## config.mk

```make
export PLATFORM = sky130hd
export DESIGN_NAME = delimited_packet_receiver
export DESIGN_NICKNAME = d
export VERILOG_FILES = /design/src/rtl/dpr_pkg.sv /design/src/rtl/dpr_front.sv /design/src/rtl/dpr_back.sv /design/src/rtl/delimited_packet_receiver.sv
export SDC_FILE = /design/constraint.sdc
export NUM_CORES = 1
export LEC_CHECK = 0
export BUFFER_PORTS_ARGS = -buffer_cell sky130_fd_sc_hd__buf_2
export CAP_MARGIN = 10
export CORE_MARGIN = 2
export CORE_UTILIZATION = 45
export CTS_BUF_LIST = sky130_fd_sc_hd__clkbuf_16
export CTS_CLUSTER_DIAMETER = 80
export DETAILED_ROUTE_END_ITERATION = 16
export HOLD_SLACK_MARGIN = 0.02
export MAX_ROUTING_LAYER = met4
export SLEW_MARGIN = 20
export SYNTH_ARGS = -nofsm -noshare
export SYNTH_HDL_FRONTEND = slang
export SYNTH_SLANG_ARGS = --single-unit
```

## constraint.sdc

```tcl
create_clock -name clk -period 2.55 [get_ports clk]
set_clock_uncertainty 0.1 [all_clocks]
set_input_delay 0.51 -clock clk [delete_from_list [all_inputs] [get_ports clk]]
set_output_delay 0.51 -clock clk [all_outputs]
set_load 0.02 [all_outputs]
```

## src/rtl/dpr_pkg.sv

```systemverilog
// Shared types and constants for the delimited packet receiver.
`default_nettype none

package dpr_pkg;

	localparam int unsigned Depth     = 64;
	localparam int unsigned AddrW     = $clog2(Depth);
	localparam int unsigned PosW      = $clog2(Depth + 1);
	localparam int unsigned ByteW     = 8;
	localparam int unsigned IdxW      = 6;
	localparam int unsigned LenW      = 7;
	localparam int unsigned CmpW      = (PosW > IdxW) ? PosW : IdxW;
	localparam int unsigned ReqW      = 2;
	localparam int unsigned InDataW   = 16;
	localparam int unsigned OutFieldW = 1 + 1 + ByteW + LenW + 1;
	localparam int unsigned OutDataW  = 24;
	localparam int unsigned CfgIdxW   = 2;

	localparam logic [CfgIdxW-1:0] CFG_START = 2'd0;
	localparam logic [CfgIdxW-1:0] CFG_END1  = 2'd1;
	localparam logic [CfgIdxW-1:0] CFG_END2  = 2'd2;

	typedef enum logic [ReqW-1:0] {
		REQ_BYTE = 2'd0,
		REQ_POLL = 2'd1,
		REQ_READ = 2'd2,
		REQ_NONE = 2'd3
	} req_t;

	typedef enum logic [2:0] {
		PH_IDLE     = 3'b001,
		PH_PAYLOAD  = 3'b010,
		PH_WAIT_END = 3'b100
	} phase_t;

	typedef struct packed {
		req_t             kind;
		logic [ByteW-1:0] data;
		logic [IdxW-1:0]  idx;
		logic             is_start;
		logic             is_end1;
		logic             is_end2;
	} op_t;

	typedef struct packed {
		logic valid;
		op_t  op;
	} head_t;

endpackage

`default_nettype wire

```

## src/rtl/dpr_front.sv

```systemverilog
// Front end: accept request beats, classify them, and queue them for execution.
`default_nettype none

module dpr_front (
	input  wire logic                          clk,
	input  wire logic                          arst_n,
	input  wire logic                          s_axis_tvalid,
	output logic                               s_axis_tready,
	input  wire logic [dpr_pkg::InDataW-1:0]   s_axis_tdata,
	input  wire logic [dpr_pkg::ReqW-1:0]      s_axis_tuser,
	input  wire logic [dpr_pkg::ByteW-1:0]     start_char,
	input  wire logic [dpr_pkg::ByteW-1:0]     first_end_char,
	input  wire logic [dpr_pkg::ByteW-1:0]     second_end_char,
	input  wire logic                          pop,
	output dpr_pkg::head_t                     head
);

	dpr_pkg::op_t     entry_q [2];
	dpr_pkg::op_t     op_in;
	logic             wr_ptr_q;
	logic             rd_ptr_q;
	logic [1:0]       count_q;
	logic             push;
	logic             do_pop;

	always_comb begin
		op_in.kind     = dpr_pkg::req_t'(s_axis_tuser);
		op_in.data     = s_axis_tdata[dpr_pkg::ByteW-1:0];
		op_in.idx      = s_axis_tdata[dpr_pkg::ByteW +: dpr_pkg::IdxW];
		op_in.is_start = (op_in.data == start_char);
		op_in.is_end1  = (op_in.data == first_end_char);
		op_in.is_end2  = (op_in.data == second_end_char);
	end

	assign s_axis_tready = (count_q != 2'd2);
	assign push          = s_axis_tvalid && s_axis_tready;
	assign do_pop        = pop && (count_q != 2'd0);

	assign head.valid = (count_q != 2'd0);
	assign head.op    = entry_q[rd_ptr_q];

	always_ff @(posedge clk) begin
		if (push) begin
			entry_q[wr_ptr_q] <= op_in;
		end
	end

	always_ff @(posedge clk or negedge arst_n) begin
		if (!arst_n) begin
			wr_ptr_q <= 1'b0;
			rd_ptr_q <= 1'b0;
			count_q  <= 2'd0;
		end else begin
			if (push) begin
				wr_ptr_q <= ~wr_ptr_q;
			end
			if (do_pop) begin
				rd_ptr_q <= ~rd_ptr_q;
			end
			case ({push, do_pop})
				2'b10:   count_q <= count_q + 2'd1;
				2'b01:   count_q <= count_q - 2'd1;
				default: count_q <= count_q;
			endcase
		end
	end

endmodule

`default_nettype wire

```

## src/rtl/dpr_back.sv

```systemverilog
// Back end: packet parser state, payload store and registered result beat.
`default_nettype none

module dpr_back (
	input  wire logic                         clk,
	input  wire logic                         arst_n,
	input  wire dpr_pkg::head_t               head,
	output logic                              pop,
	output logic                              m_axis_tvalid,
	input  wire logic                         m_axis_tready,
	output logic [dpr_pkg::OutDataW-1:0]      m_axis_tdata
);

	dpr_pkg::phase_t              ph_q, ph_d;
	logic [dpr_pkg::PosW-1:0]     wp_q, wp_d;
	logic [dpr_pkg::PosW-1:0]     len_q, len_d;
	logic                         rdy_q, rdy_d;
	logic                         ovf_q, ovf_d;
	logic                         done_d, flag_d, rsel_d;
	logic                         mem_we, mem_re;
	logic                         issue;

	logic                         out_valid_s2;
	logic                         done_s2;
	logic                         flag_s2;
	logic                         rsel_s2;
	logic [dpr_pkg::PosW-1:0]     len_s2;
	logic                         ovf_s2;

	logic [dpr_pkg::ByteW-1:0]    mem [dpr_pkg::Depth];
	logic [dpr_pkg::ByteW-1:0]    rdata_q;
	logic [dpr_pkg::ByteW-1:0]    read_byte;

	assign issue = head.valid && (!out_valid_s2 || m_axis_tready);
	assign pop   = issue;

	always_comb begin
		ph_d   = ph_q;
		wp_d   = wp_q;
		len_d  = len_q;
		rdy_d  = rdy_q;
		ovf_d  = ovf_q;
		done_d = 1'b0;
		flag_d = 1'b0;
		rsel_d = 1'b0;
		mem_we = 1'b0;
		mem_re = 1'b0;
		unique case (head.op.kind)
			dpr_pkg::REQ_BYTE: begin
				unique case (ph_q)
					dpr_pkg::PH_PAYLOAD: begin
						if (head.op.is_end1) begin
							ph_d = dpr_pkg::PH_WAIT_END;
						end else if (wp_q < dpr_pkg::PosW'(dpr_pkg::Depth)) begin
							mem_we = issue;
							wp_d   = wp_q + dpr_pkg::PosW'(1);
						end else begin
							ovf_d = 1'b1;
						end
					end
					dpr_pkg::PH_WAIT_END: begin
						if (head.op.is_end2) begin
							ph_d   = dpr_pkg::PH_IDLE;
							len_d  = wp_q;
							rdy_d  = 1'b1;
							done_d = 1'b1;
						end
					end
					default: begin
						ph_d = dpr_pkg::PH_IDLE;
						if (head.op.is_start && !rdy_q) begin
							ph_d  = dpr_pkg::PH_PAYLOAD;
							wp_d  = '0;
							ovf_d = 1'b0;
						end
					end
				endcase
			end
			dpr_pkg::REQ_POLL: begin
				flag_d = rdy_q;
				rdy_d  = 1'b0;
			end
			dpr_pkg::REQ_READ: begin
				mem_re = issue;
				rsel_d = (dpr_pkg::CmpW'(head.op.idx) < dpr_pkg::CmpW'(len_q))
					&& (dpr_pkg::CmpW'(head.op.idx) < dpr_pkg::CmpW'(dpr_pkg::Depth));
			end
			default: begin
				rsel_d = 1'b0;
			end
		endcase
	end

	always_ff @(posedge clk) begin
		if (mem_we) begin
			mem[wp_q[dpr_pkg::AddrW-1:0]] <= head.op.data;
		end
		if (mem_re) begin
			rdata_q <= mem[dpr_pkg::AddrW'(head.op.idx)];
		end
	end

	always_ff @(posedge clk or negedge arst_n) begin
		if (!arst_n) begin
			ph_q         <= dpr_pkg::PH_IDLE;
			wp_q         <= '0;
			len_q        <= '0;
			rdy_q        <= 1'b0;
			ovf_q        <= 1'b0;
			out_valid_s2 <= 1'b0;
		end else begin
			if (issue) begin
				ph_q         <= ph_d;
				wp_q         <= wp_d;
				len_q        <= len_d;
				rdy_q        <= rdy_d;
				ovf_q        <= ovf_d;
				out_valid_s2 <= 1'b1;
			end else if (m_axis_tready) begin
				out_valid_s2 <= 1'b0;
			end
		end
	end

	always_ff @(posedge clk) begin
		if (issue) begin
			done_s2 <= done_d;
			flag_s2 <= flag_d;
			rsel_s2 <= rsel_d;
			len_s2  <= len_d;
			ovf_s2  <= ovf_d;
		end
	end

	assign read_byte     = rsel_s2 ? rdata_q : '0;
	assign m_axis_tvalid = out_valid_s2;
	assign m_axis_tdata  = {
		(dpr_pkg::OutDataW - dpr_pkg::OutFieldW)'(0),
		ovf_s2,
		dpr_pkg::LenW'(len_s2),
		read_byte,
		flag_s2,
		done_s2
	};

	a_ovf_full: assert property (@(posedge clk) disable iff (!arst_n)
		ovf_q |-> (wp_q == dpr_pkg::PosW'(dpr_pkg::Depth)))
		else $error("overflow flag set with store not full");

	a_len_range: assert property (@(posedge clk) disable iff (!arst_n)
		(len_q <= dpr_pkg::PosW'(dpr_pkg::Depth)) && (wp_q <= dpr_pkg::PosW'(dpr_pkg::Depth)))
		else $error("length or write position beyond store depth");

	a_ready_done: assert property (@(posedge clk) disable iff (!arst_n)
		$rose(rdy_q) |-> (out_valid_s2 && done_s2))
		else $error("ready flag rose without a completion beat");

	a_no_issue_pending_ready: assert property (@(posedge clk) disable iff (!arst_n)
		(out_valid_s2 && done_s2) |-> rdy_q)
		else $error("completion beat pending but ready flag clear");

endmodule

`default_nettype wire

```

## src/rtl/delimited_packet_receiver.sv

```systemverilog
// Path: request beats pass a two-entry queue; result beats are registered.
// Throughput: one request beat per cycle while not stalled; a two-entry queue
// and an output register let the input and output sides stall independently.
// Reset: asynchronous, active low; parser state, flags and queue clear, delimiter
// registers return to '@', CR, LF; the payload store is not cleared.
`default_nettype none

module delimited_packet_receiver (
	input  wire logic                          clk,
	input  wire logic                          arst_n,
	input  wire logic                          s_axis_tvalid,
	output logic                               s_axis_tready,
	// rx_byte [7:0], read_index [13:8], zero [15:14]
	input  wire logic [dpr_pkg::InDataW-1:0]   s_axis_tdata,
	// req_type [1:0]
	input  wire logic [dpr_pkg::ReqW-1:0]      s_axis_tuser,
	output logic                               m_axis_tvalid,
	input  wire logic                          m_axis_tready,
	// packet_done [0], flag_value [1], read_byte [9:2], packet_length [16:10],
	// overflow [17], zero [23:18]
	output logic [dpr_pkg::OutDataW-1:0]       m_axis_tdata,
	input  wire logic                          cfg_we,
	input  wire logic [dpr_pkg::CfgIdxW-1:0]   cfg_index,
	input  wire logic [dpr_pkg::ByteW-1:0]     cfg_wdata
);

	logic [dpr_pkg::ByteW-1:0] start_char_q;
	logic [dpr_pkg::ByteW-1:0] first_end_q;
	logic [dpr_pkg::ByteW-1:0] second_end_q;
	dpr_pkg::head_t            head;
	logic                      pop;

	always_ff @(posedge clk or negedge arst_n) begin
		if (!arst_n) begin
			start_char_q <= 8'd64;
			first_end_q  <= 8'd13;
			second_end_q <= 8'd10;
		end else if (cfg_we) begin
			unique case (cfg_index)
				dpr_pkg::CFG_START: start_char_q <= cfg_wdata;
				dpr_pkg::CFG_END1:  first_end_q  <= cfg_wdata;
				dpr_pkg::CFG_END2:  second_end_q <= cfg_wdata;
				default: begin
					start_char_q <= start_char_q;
				end
			endcase
		end
	end

	dpr_front u_front (
		.clk             (clk),
		.arst_n          (arst_n),
		.s_axis_tvalid   (s_axis_tvalid),
		.s_axis_tready   (s_axis_tready),
		.s_axis_tdata    (s_axis_tdata),
		.s_axis_tuser    (s_axis_tuser),
		.start_char      (start_char_q),
		.first_end_char  (first_end_q),
		.second_end_char (second_end_q),
		.pop             (pop),
		.head            (head)
	);

	dpr_back u_back (
		.clk           (clk),
		.arst_n        (arst_n),
		.head          (head),
		.pop           (pop),
		.m_axis_tvalid (m_axis_tvalid),
		.m_axis_tready (m_axis_tready),
		.m_axis_tdata  (m_axis_tdata)
	);

endmodule

`default_nettype wire

```

# [After elaboration in Yosys (flattened, before gate mapping)]
# Memory sizes are Yosys's and may differ from the RTL's. A register that Yosys moved wholly into a read port is not among the register bits.
# Index checks and enable logic that the tools add are counted.
# Widths: inputs -> output; s select.
[op_classes] n_mux=33 eq_ne=18 n_bitwise=3 addsub=3 reduce_logical=21 n_lt_le_gt_ge=2
[op_table] operator="$mux 7" count=6
[op_table] operator="$eq 8x8->1" count=3
[op_table] operator="$mux 1" count=18
[op_table] operator="$pmux 7 s2" count=1
[op_table] operator="$ne 2x2->1 const B" count=5
[op_table] operator="$reduce_bool 2->1" count=5
[op_table] operator="$mux 8" count=1
[op_table] operator="$reduce_and 2->1" count=4
[op_table] operator="$reduce_and 4->1" count=2
[op_table] operator="$add 7x1->7 const B" count=1
[op_table] operator="$lt 6x7->1" count=1
[op_table] operator="$lt 7x7->1 const B" count=1
[op_table] operator="$eq 2x1->1 const B" count=3
[op_table] operator="$eq 2x2->1 const B" count=3
[op_table] operator="$mux 3" count=2
[op_table] operator="$pmux 3 s2" count=1
[op_table] operator="$reduce_and 6->1" count=1
[op_table] operator="$logic_and 1x1->1" count=4
[op_table] operator="$logic_not 2->1" count=2
[op_table] operator="$ne 2x1->1 const B" count=2
[op_table] operator="$pmux 1 s2" count=2
[op_table] operator="$pmux 2 s2" count=1
[op_table] operator="$eq 3x2->1 const B" count=1
[op_table] operator="$eq 3x3->1 const B" count=1
[op_table] operator="other kinds (6)" count=9
[word_totals] n_memories=2 reg_bits=59 ramBits=550 out_inout_bits=26 word_cells=99
[mem_list] memory="u_back.mem" words=64 width=8 rd=1 rd_ports_with_merged_regs=1 wr=1 line_no="dpr_back.sv:30" source="logic [dpr_pkg::ByteW-1:0] mem [dpr_pkg::Depth];"
[mem_list] memory="u_front.entry_q" words=2 width=19 rd=1 rd_ports_with_merged_regs=0 wr=1 line_no="dpr_front.sv:18" source="dpr_pkg::op_t entry_q [2];"

# [Depth between registers and ports, before layout]
# Gate-level depths: netlist of the first run.
[logic_depth] depth_word=9 ltp_mapped=12

# [Hierarchy]
# Synthesis of the first run repeated with hierarchy kept, for this count alone.
[unflattened] hier_cells=1270 hier_area_um2=24506.0
[by_module_without_submodules] module="dpr_back" n_inst=1 cells_per_inst=1110 area_each_um2=21767.1
[by_module_without_submodules] module="dpr_front" n_inst=1 cells_per_inst=109 area_each_um2=1819.2
[by_module_without_submodules] module="delimited_packet_receiver" n_inst=1 cells_per_inst=51 area_each_um2=919.6

# [Least setup slack after synthesis of the first run]
# Ideal clock, no wire load.
[synth_timing] path_kind="input to register" start="in m_axis_tready" end="mem u_back.mem[19][0] in the netlist's numbering (enable)" path_buffers=0 required_time_ns=2.080 path_stages=8 t_arrival_ns=2.242 path_slack_ns=-0.162 cell_sequence="nand2b_1 -> o21ai_0 -> inv_1 -> nand2_1 -> or3_1 -> nor2_2 -> nand3_1 -> nor2_1"
[synth_via] elab_chain_cells=8
[synth_lines] item="start, declared" line_no="delimited_packet_receiver.sv:18" source="input wire logic m_axis_tready,"
[synth_lines] item="$logic_or 1x1->1" line_no="dpr_back.sv:34" source="assign issue = head.valid && (!out_valid_s2 || m_axis_tready);"
[synth_lines] item="$logic_and 1x1->1" line_no="dpr_back.sv:34"
[synth_lines] item="$mux 1" line_no="dpr_back.sv:54" source="end else if (wp_q < dpr_pkg::PosW'(dpr_pkg::Depth)) begin"
[synth_lines] item="$mux 1" line_no="dpr_back.sv:52" source="if (head.op.is_end1) begin"
[synth_lines] item="$mux 1" line_no="dpr_back.sv:50" source="unique case (ph_q)"
[synth_lines] item="$mux 1" line_no="dpr_back.sv:48" source="unique case (head.op.kind)"
[synth_lines] item="$mux 1" line_no="dpr_back.sv:95" source="if (mem_we) begin"
[synth_lines] item="$mux 1 (not written as such)" line_no="dpr_back.sv:96" source="mem[wp_q[dpr_pkg::AddrW-1:0]] <= head.op.data;"
[synth_lines] item="end, declared" line_no="dpr_back.sv:30"
# Every way passes these cells.

# [Worst setup path after layout of the first run]
[layout_timing] start="mem u_front.entry_q[1][3] in the netlist's numbering" end="reg u_back.rdata_q[1] in the netlist's numbering (read register of u_back.mem) (data pin)"
[layout_via] elab_chain_cells=1
[layout_lines] item="start, declared" line_no="dpr_front.sv:18"
[layout_lines] item="$mem_v2 2x19"
[layout_lines] item="end, declared" line_no="dpr_back.sv:31" source="logic [dpr_pkg::ByteW-1:0] rdata_q;"
# Every way passes these cells.
# A chain may end at the register's enable or synchronous reset.

==> out/metrics.cfg, run 1 <==
[timing]
layout_min_cycle_time_ns=2.76
period_share_pct=108
finalMaxSlewViolations=0
hold_slack_ns=0.0586
final.setup.tns_ns=-23.99
rsz_0062_raised_after_global_routing=true
timing.final.ws_setup_ns=-0.212
timing_worst_slew_pin_value_ns=1.02
report.final.hold_viol_count=0
report.final.setup_viol=371
max_freq_ghz=0.362
timing.max_slew.rel_slack_pct=31.8

[floorplanning]
vertical_extent_of_the_die_um=256
design.core.area_um2=63000
start_util_pct=45.5
ioPinCount=59
design.die.area_um2=65700
fp.dieW_um=256
rows=92

[power]
vdd_ir_drop_max_uv=743
cell_internal_power_dissipation_mw=23.9
seq_power_share_pct=35.4
total_power_mw=36.8
power.share.clock_pct=26.0
combinational_group_share_of_total_power_pct=38.6
p_sw_share_pct=34.9
netSwitchingPower_mw=12.8
power.density_nw_per_um2=1010
total_leakage_power_nw=12.5

[synthesis]
synth_cell_type_count=57
postSynth.asyncResetShare_pct=7.78
post_synth_and_or_nand_nor_area_fraction_pct=13.8
postSynthRegisterBits=617
number_of_warnings_issued_by_yosys=0
synth_compound_area_share_pct=15.2
synthesized_instance_count=2435
most_used_flip_flop_cell_after_synthesis=sky130_fd_sc_hd__edfxtp_1
avgSynthCellArea_um2=11.8
dominant_combinational_cell_family_by_area_after_synthesis=compound AO/OA/AOI/OAI gates
synth_sequential_area_ratio_pct=63.9
synth_mux_area_share_pct=1.64
adder_cell_share_of_the_synthesized_area_pct=0.306
synth_xor_xnor_area_share_pct=1.01
post_synth_instance_area_um2=28600
synth-edff-count=569

[final_layout]
flow.area_growth_from_synthesis_pct=27.1
fin_nets=2756
final-instance-count-excl-fill=3616
proportion_of_layout_cells_with_a_drive_suffix_above_1_pct=25.3

[setup_path]
crit_path_end=u_back.rdata_q[1]$_DFFE_PP_
launching_element_of_the_worst_setup_path=u_front.entry_q[1][3]$_DFFE_PP_
path_max_fanout=17
critical_path_arrival_ns=3.02
timing_worst_setup_path_type=reg2reg
critical_path.reg2reg.endpoint=u_back.rdata_q[1]$_DFFE_PP_
worst_r2r_startpoint=u_front.entry_q[1][3]$_DFFE_PP_
worst-r2r-setup-slack_ns=-0.21
reg2regPathDepth=10
worst-endpoint-required_ns=2.81
worst_setup_path_end_kind=flop
start_kind=flop

[cts]
tritoncts=built
clk_pin_slew_ns=0.06
clockRootBuffer=sky130_fd_sc_hd__clkbuf_16
clockBufferDepth=3
clkSinkCount=617
tritoncts.num_buffers=70
htreeDepth=3
clock_insertion_delay_worst_skew_ns=0.62

[grt]
grt.overflow.total=0
maximum_number_of_pins_on_one_net_before_global_route_repair=65
number_of_antenna_violations_at_the_first_check_in_global_routing=2
grtUsageTotal_pct=25.6
first_global_vias=20900
wire_length_of_the_first_global_routing_pass_mm=125

[routing]
drt-total-wl_mm=85.0
drc=0
drtPass1Iterations=5
final_antenna_net_count=0
initialDrtViolationCount=1915
avgViaCountPerCell=5.83
routedWlPerCell_um=23.5
route.vias.total=21100

[worst_hold_path]
min-delay-path-class=in2reg

[placement]
dp.final_hpwl_mm=50.6
count_of_buffers_from_port_buffering=50
gp_congestion=0.883
dp_worst_slack_ns=-0.558
post_placement_cell_count=3452

[run]
maxCapViolations=0

[run_status]
outcome=complete, but fails checks
violations=setup timing

## worst max-delay path, cell delays in order (launching register included)
cell and delay (ns):
sky130_fd_sc_hd__edfxtp_1 0.44, sky130_fd_sc_hd__buf_4 0.21, sky130_fd_sc_hd__buf_4 0.16, sky130_fd_sc_hd__mux2_4 0.35, sky130_fd_sc_hd__buf_8 0.19, sky130_fd_sc_hd__buf_12 0.17
sky130_fd_sc_hd__a21oi_1 0.12, sky130_fd_sc_hd__nor3_1 0.10, sky130_fd_sc_hd__nor4_2 0.42, sky130_fd_sc_hd__buf_4 0.19, sky130_fd_sc_hd__nor3_2 0.04
## worst min-delay path by stage
stage | startpoint | to | slack (ns) | cells past startpoint
3_5_place_dp | u_back.ovf_q$_DFFE_PN0N_ | u_back.ovf_q$_DFFE_PN0N_ | 0.36 | 2
6_report | cfg_wdata[3] | first_end_q[3]$_DFFE_PN1P_ | 0.06 | 2
5_1_grt | cfg_wdata[4] | first_end_q[4]$_DFFE_PN0P_ | 0.04 | 2
4_1_cts | cfg_wdata[3] | first_end_q[3]$_DFFE_PN1P_ | 0.03 | 2
2_1_floorplan | arst_n | first_end_q[1]$_DFFE_PN0P_ | 0.11 | 0
3_3_place_gp | arst_n | start_char_q[5]$_DFFE_PN0P_ | 0.35 | 1
## through the flow
stage / util [%] / cell area (µm²)
floorplan: - / 28700
global placement: 50.7 / 32000
detailed placement: 50.7 / 32000
CTS: 55.5 / 35000
global route: 57.8 / 36400
finish: 57.8 / 36400
## cells in the mapped netlist, drive strengths merged, types with 2 or more instances
library cell,n,area (µm²)
xor2,4,35.0
ha,7,87.6
xnor2,29,254
or3b,2,17.5
a22o,2,17.5
and2,126,788
clkbuf,98,368
nor3,52,260
dfrtp,41,1030
nand4,22,138
a22oi,143,1070
a21oi,135,676
a31oi,3,18.8
inv,131,492
buf,58,309
o22ai,115,726
nor4,16,106
nand3b,8,60.1
or2,11,68.8
o21ai,327,1640
mux2i,3,30.0
nand2,31,116
nand3,7,47.6
mux2,39,439
nand2b,290,1810
or3,9,56.3
a32oi,2,25.0
o32ai,2,17.5
o31ai,16,120
dfstp,7,184
nor2b,2,12.5
nor2,116,438
edfxtp,569,17100
## sequential cells by signal, summed over array words and instances, names as in the netlist, 2 cells and up
name,flops
u_back.ph_q,3
first_end_q,8
u_front.count_q,2
start_char_q,8
second_end_q,8
u_back.rdata_q,8
u_back.mem,512
u_back.len_s2,7
u_back.len_q,7
u_back.wp_q,7
u_front.entry_q,38
## area by class of cell
class / instances / area (µm²)
Antenna cell: 1 / 2.50
Clock buffer: 74 / 1850
Clock inverter: 51 / 314
Fill cell: 5117 / 26600
Inverter: 131 / 504
Multi-Input combinational cell: 1537 / 10500
Sequential cell: 617 / 18300
Tap cell: 846 / 1060
Timing Repair Buffer: 359 / 3930
## placed cells by master, fill, tap and decap left out, types with 65 or more instances in the layout
| master | count |
|---|---|
| sky130_fd_sc_hd__inv_1 | 139 |
| sky130_fd_sc_hd__edfxtp_1 | 569 |
| sky130_fd_sc_hd__a22oi_1 | 92 |
| sky130_fd_sc_hd__buf_6 | 77 |
| sky130_fd_sc_hd__and2_1 | 97 |
| sky130_fd_sc_hd__buf_4 | 136 |
| sky130_fd_sc_hd__nor2_4 | 65 |
| sky130_fd_sc_hd__o21ai_0 | 271 |
| sky130_fd_sc_hd__nand2b_1 | 290 |
| sky130_fd_sc_hd__clkbuf_16 | 80 |
| sky130_fd_sc_hd__o22ai_1 | 108 |
| sky130_fd_sc_hd__a21oi_1 | 128 |
## cell families after synthesis
| logic type | Yosys count |
|---|---|
| flops | 617 |
| simple gates | 697 |
| other cells | 1 |
| xor+xnor | 33 |
| buf+inv | 287 |
| fa+ha+maj | 7 |
| compound gates | 751 |
| mux | 42 |
## routing by layer
layer	wire, µm	up-vias	global-route usage, %	share of wire (%)
li1	-	9542	-	-
met1	35100	10600	33.2	41
met2	41300	773	41.8	49
met3	5700	177	3.57	6.7
met4	2880	0	8.25	3.4
met5	0	-	-	0
## power by group through the flow
stage	Combinational [mW]	Sequential [mW]	Clock, mW
after detailed placement	12.1	13.2	0
final	14.2	13.0	9.55
after floorplan	6.86	13.2	0
after global placement	11.9	13.2	0
after global routing	15.1	13.1	10.1
after CTS	13.1	13.0	9.73
## what timing repair did
item	CTS	global route
resized for setup	179	294
hold buffers	9	0
pin swaps	31	71
buffers inserted	8	10
hold endpoints to repair	28	0
cloned	3	9
setup endpoints to repair	522	523
Note: power is estimated with default switching activity, not from simulation.
==> run 2, diff against run 1 <==
clock period = 2.6 ns   (was 2.55 ns; I/O delays follow)
==> run 2 against run 1 <==
Largest cell class unchanged. Worst hold slack lost 0.0047 ns. The run still ends with setup timing left. Final area down 3.6%. Maximum frequency increased by 2.2%. Setup slack improved by 0.11 ns. Sequential share of layout area grew 1.9 points.
==> out/metrics.cfg, run 2 (synthesis results as in run 1) <==
[run_status]
outcome=complete, but fails checks
violations=setup timing

[placement]
count_of_buffers_from_port_buffering=50
dp.final_hpwl_mm=49.7
gp_congestion=0.852
post_placement_cell_count=3456
dp_worst_slack_ns=-0.308

[setup_path]
start_kind=flop
path_max_fanout=16
worst_r2r_startpoint=u_front.rd_ptr_q$_DFFE_PN0P_
timing_worst_setup_path_type=reg2reg
critical_path_arrival_ns=2.90
launching_element_of_the_worst_setup_path=u_front.rd_ptr_q$_DFFE_PN0P_
worst-endpoint-required_ns=2.80
worst_setup_path_end_kind=flop

[final_layout]
flow.area_growth_from_synthesis_pct=22.5
proportion_of_layout_cells_with_a_drive_suffix_above_1_pct=22.4
layout.cells.most_common_list=sky130_fd_sc_hd__edfxtp_1, sky130_fd_sc_hd__nand2b_1, sky130_fd_sc_hd__o21ai_0, sky130_fd_sc_hd__buf_4, sky130_fd_sc_hd__inv_1
layout.filler_cells=5205
fin_nets=2743
footprint_of_the_multi_input_gates_um2=9850
final-instance-count-excl-fill=3598
antenna_cells=0
ff_latch_area_um2=18300
largest_reg_flops=512
mostFrequentLayoutCell=sky130_fd_sc_hd__edfxtp_1

[floorplanning]
start_util_pct=45.5
design.die.area_um2=65700
vertical_extent_of_the_die_um=256
ioPinCount=59
rows=92
fp.dieW_um=256
design.core.area_um2=63000

[timing]
report.final.setup_viol=259
layout_min_cycle_time_ns=2.70
rsz_0062_raised_after_global_routing=true
timing.final.ws_setup_ns=-0.103
max_freq_ghz=0.370
report.final.hold_viol_count=0
timing_worst_slew_pin_value_ns=0.908
timing.max_slew.rel_slack_pct=39.4
finalMaxSlewViolations=0
period_share_pct=104

[grt]
number_of_antenna_violations_at_the_first_check_in_global_routing=0
grtUsageTotal_pct=25.0
first_global_vias=20400
grt.overflow.total=0
wire_length_of_the_first_global_routing_pass_mm=121
maximum_number_of_pins_on_one_net_before_global_route_repair=65

[cts]
clockBufferDepth=3
clock_insertion_delay_worst_skew_ns=0.60
htreeDepth=3
tritoncts=built
clk_pin_slew_ns=0.06
clkSinkCount=617
tritoncts.num_buffers=69
clockRootBuffer=sky130_fd_sc_hd__clkbuf_16

[routing]
initialDrtViolationCount=1928
route.vias.total=20700
routedWlPerCell_um=22.5
drt-total-wl_mm=80.9
drtPass1Iterations=5
final_antenna_net_count=0
avgViaCountPerCell=5.75
drc=0

[worst_hold_path]
min-delay-path-class=in2reg
source_of_the_worst_hold_timing_path=s_axis_tdata[9]

[power]
netSwitchingPower_mw=12.0
total_leakage_power_nw=12.2
seq_power_share_pct=36.9
power.share.clock_pct=25.9
power.density_nw_per_um2=989
combinational_group_share_of_total_power_pct=37.3
vdd_ir_drop_max_uv=596
cell_internal_power_dissipation_mw=22.7
p_sw_share_pct=34.5
total_power_mw=34.7

[run]
maxCapViolations=0

==> run 2: cell types whose count changed in the layout (fill, tap and decap cells not counted), sizes merged <==
cell,before,now
clkbuf,81,74
buf,342,339
clkinvlp,0,2
diode,1,0
inv,143,148
dlygate4sd3,9,7
bufinv,3,1
clkinv,36,27
mux2,40,39
==> run 2: cell type report <==
class,instances,area share (%)
inverter,131,1.40
clock buffer,73,5.21
tap,846,3.02
multi-input combinational,1536,28.1
timing repair buffer,348,9.53
clock inverter,47,0.624
sequential,617,52.2
==> run 2: layer usage <==
layer  track usage (%)  routed length, µm  vias up
met5                 -                  0        -
met4              9.81               3230        0
met3              4.53               5610      179
met2              39.5              38500      749
met1              32.0              33600    10300
li1                  -                  -     9484
==> run 2: final timing paths <==
| kind | end | cells past startpoint | slack [ns] |
|---|---|---|---|
| max in group asynchronous | first_end_q[2]$_DFFE_PN1P_ | 3 | 1.57 |
| setup / recovery | u_back.mem[1][0]$_DFFE_PP_ | 10 | -0.10 |
| hold / removal | u_front.entry_q[1][4]$_DFFE_PP_ | 1 | 0.05 |
| hold reg to reg | u_back.ovf_q$_DFFE_PN0N_ | 2 | 0.39 |
| min in group asynchronous | u_back.len_q[5]$_DFFE_PN0N_ | 2 | 0.21 |
| setup reg to reg | u_back.mem[1][0]$_DFFE_PP_ | 10 | -0.10 |
==> run 2: critical path, stage by stage (launching register included) <==
cell and delay [ns]:
sky130_fd_sc_hd__dfrtp_1 0.40, sky130_fd_sc_hd__buf_12 0.16, sky130_fd_sc_hd__buf_4 0.13, sky130_fd_sc_hd__o32ai_2 0.27, sky130_fd_sc_hd__nand2_1 0.12, sky130_fd_sc_hd__or3_4 0.40, sky130_fd_sc_hd__nor2_4 0.15, sky130_fd_sc_hd__nand3b_1 0.15
sky130_fd_sc_hd__buf_12 0.21, sky130_fd_sc_hd__nor2_2 0.13, sky130_fd_sc_hd__buf_6 0.17
==> run 2: power groups by stage <==
stage / Combinational [mW] / Clock [mW] / Sequential (mW)
after global placement: 11.5 / 0 / 13.0
after floorplan: 6.73 / 0 / 12.9
final: 12.9 / 8.97 / 12.8
after detailed placement: 11.7 / 0 / 13.0
after CTS: 12.5 / 9.11 / 12.8
after global routing: 13.9 / 9.51 / 12.8
==> run 2: what timing repair did <==
| item | CTS | global route |
|---|---|---|
| hold buffers | 7 | 0 |
| pin swaps | 26 | 11 |
| setup buffers | 5 | 6 |
| endpoints found under the setup margin | 511 | 522 |
| gates resized for setup | 163 | 80 |
| gates cloned | 5 | 1 |
| endpoints found under the hold margin | 53 | 0 |
==> run 2: metrics by stage <==
stage | area, µm² | setup TNS, ns | hold WS [ns] | util [%]
6_report | 35100 | -10.17 | 0.0539 | 55.7
5_1_grt | 35100 | -48.76 | 0.0331 | 55.7
4_1_cts | 34700 | -1.80 | 0.0223 | 55.1
3_5_place_dp | 31900 | -49.62 | 0.291 | 50.6
3_3_place_gp | 31900 | -43.89 | 0.285 | 50.6
2_1_floorplan | 28700 | -24.53 | 0.124 | -
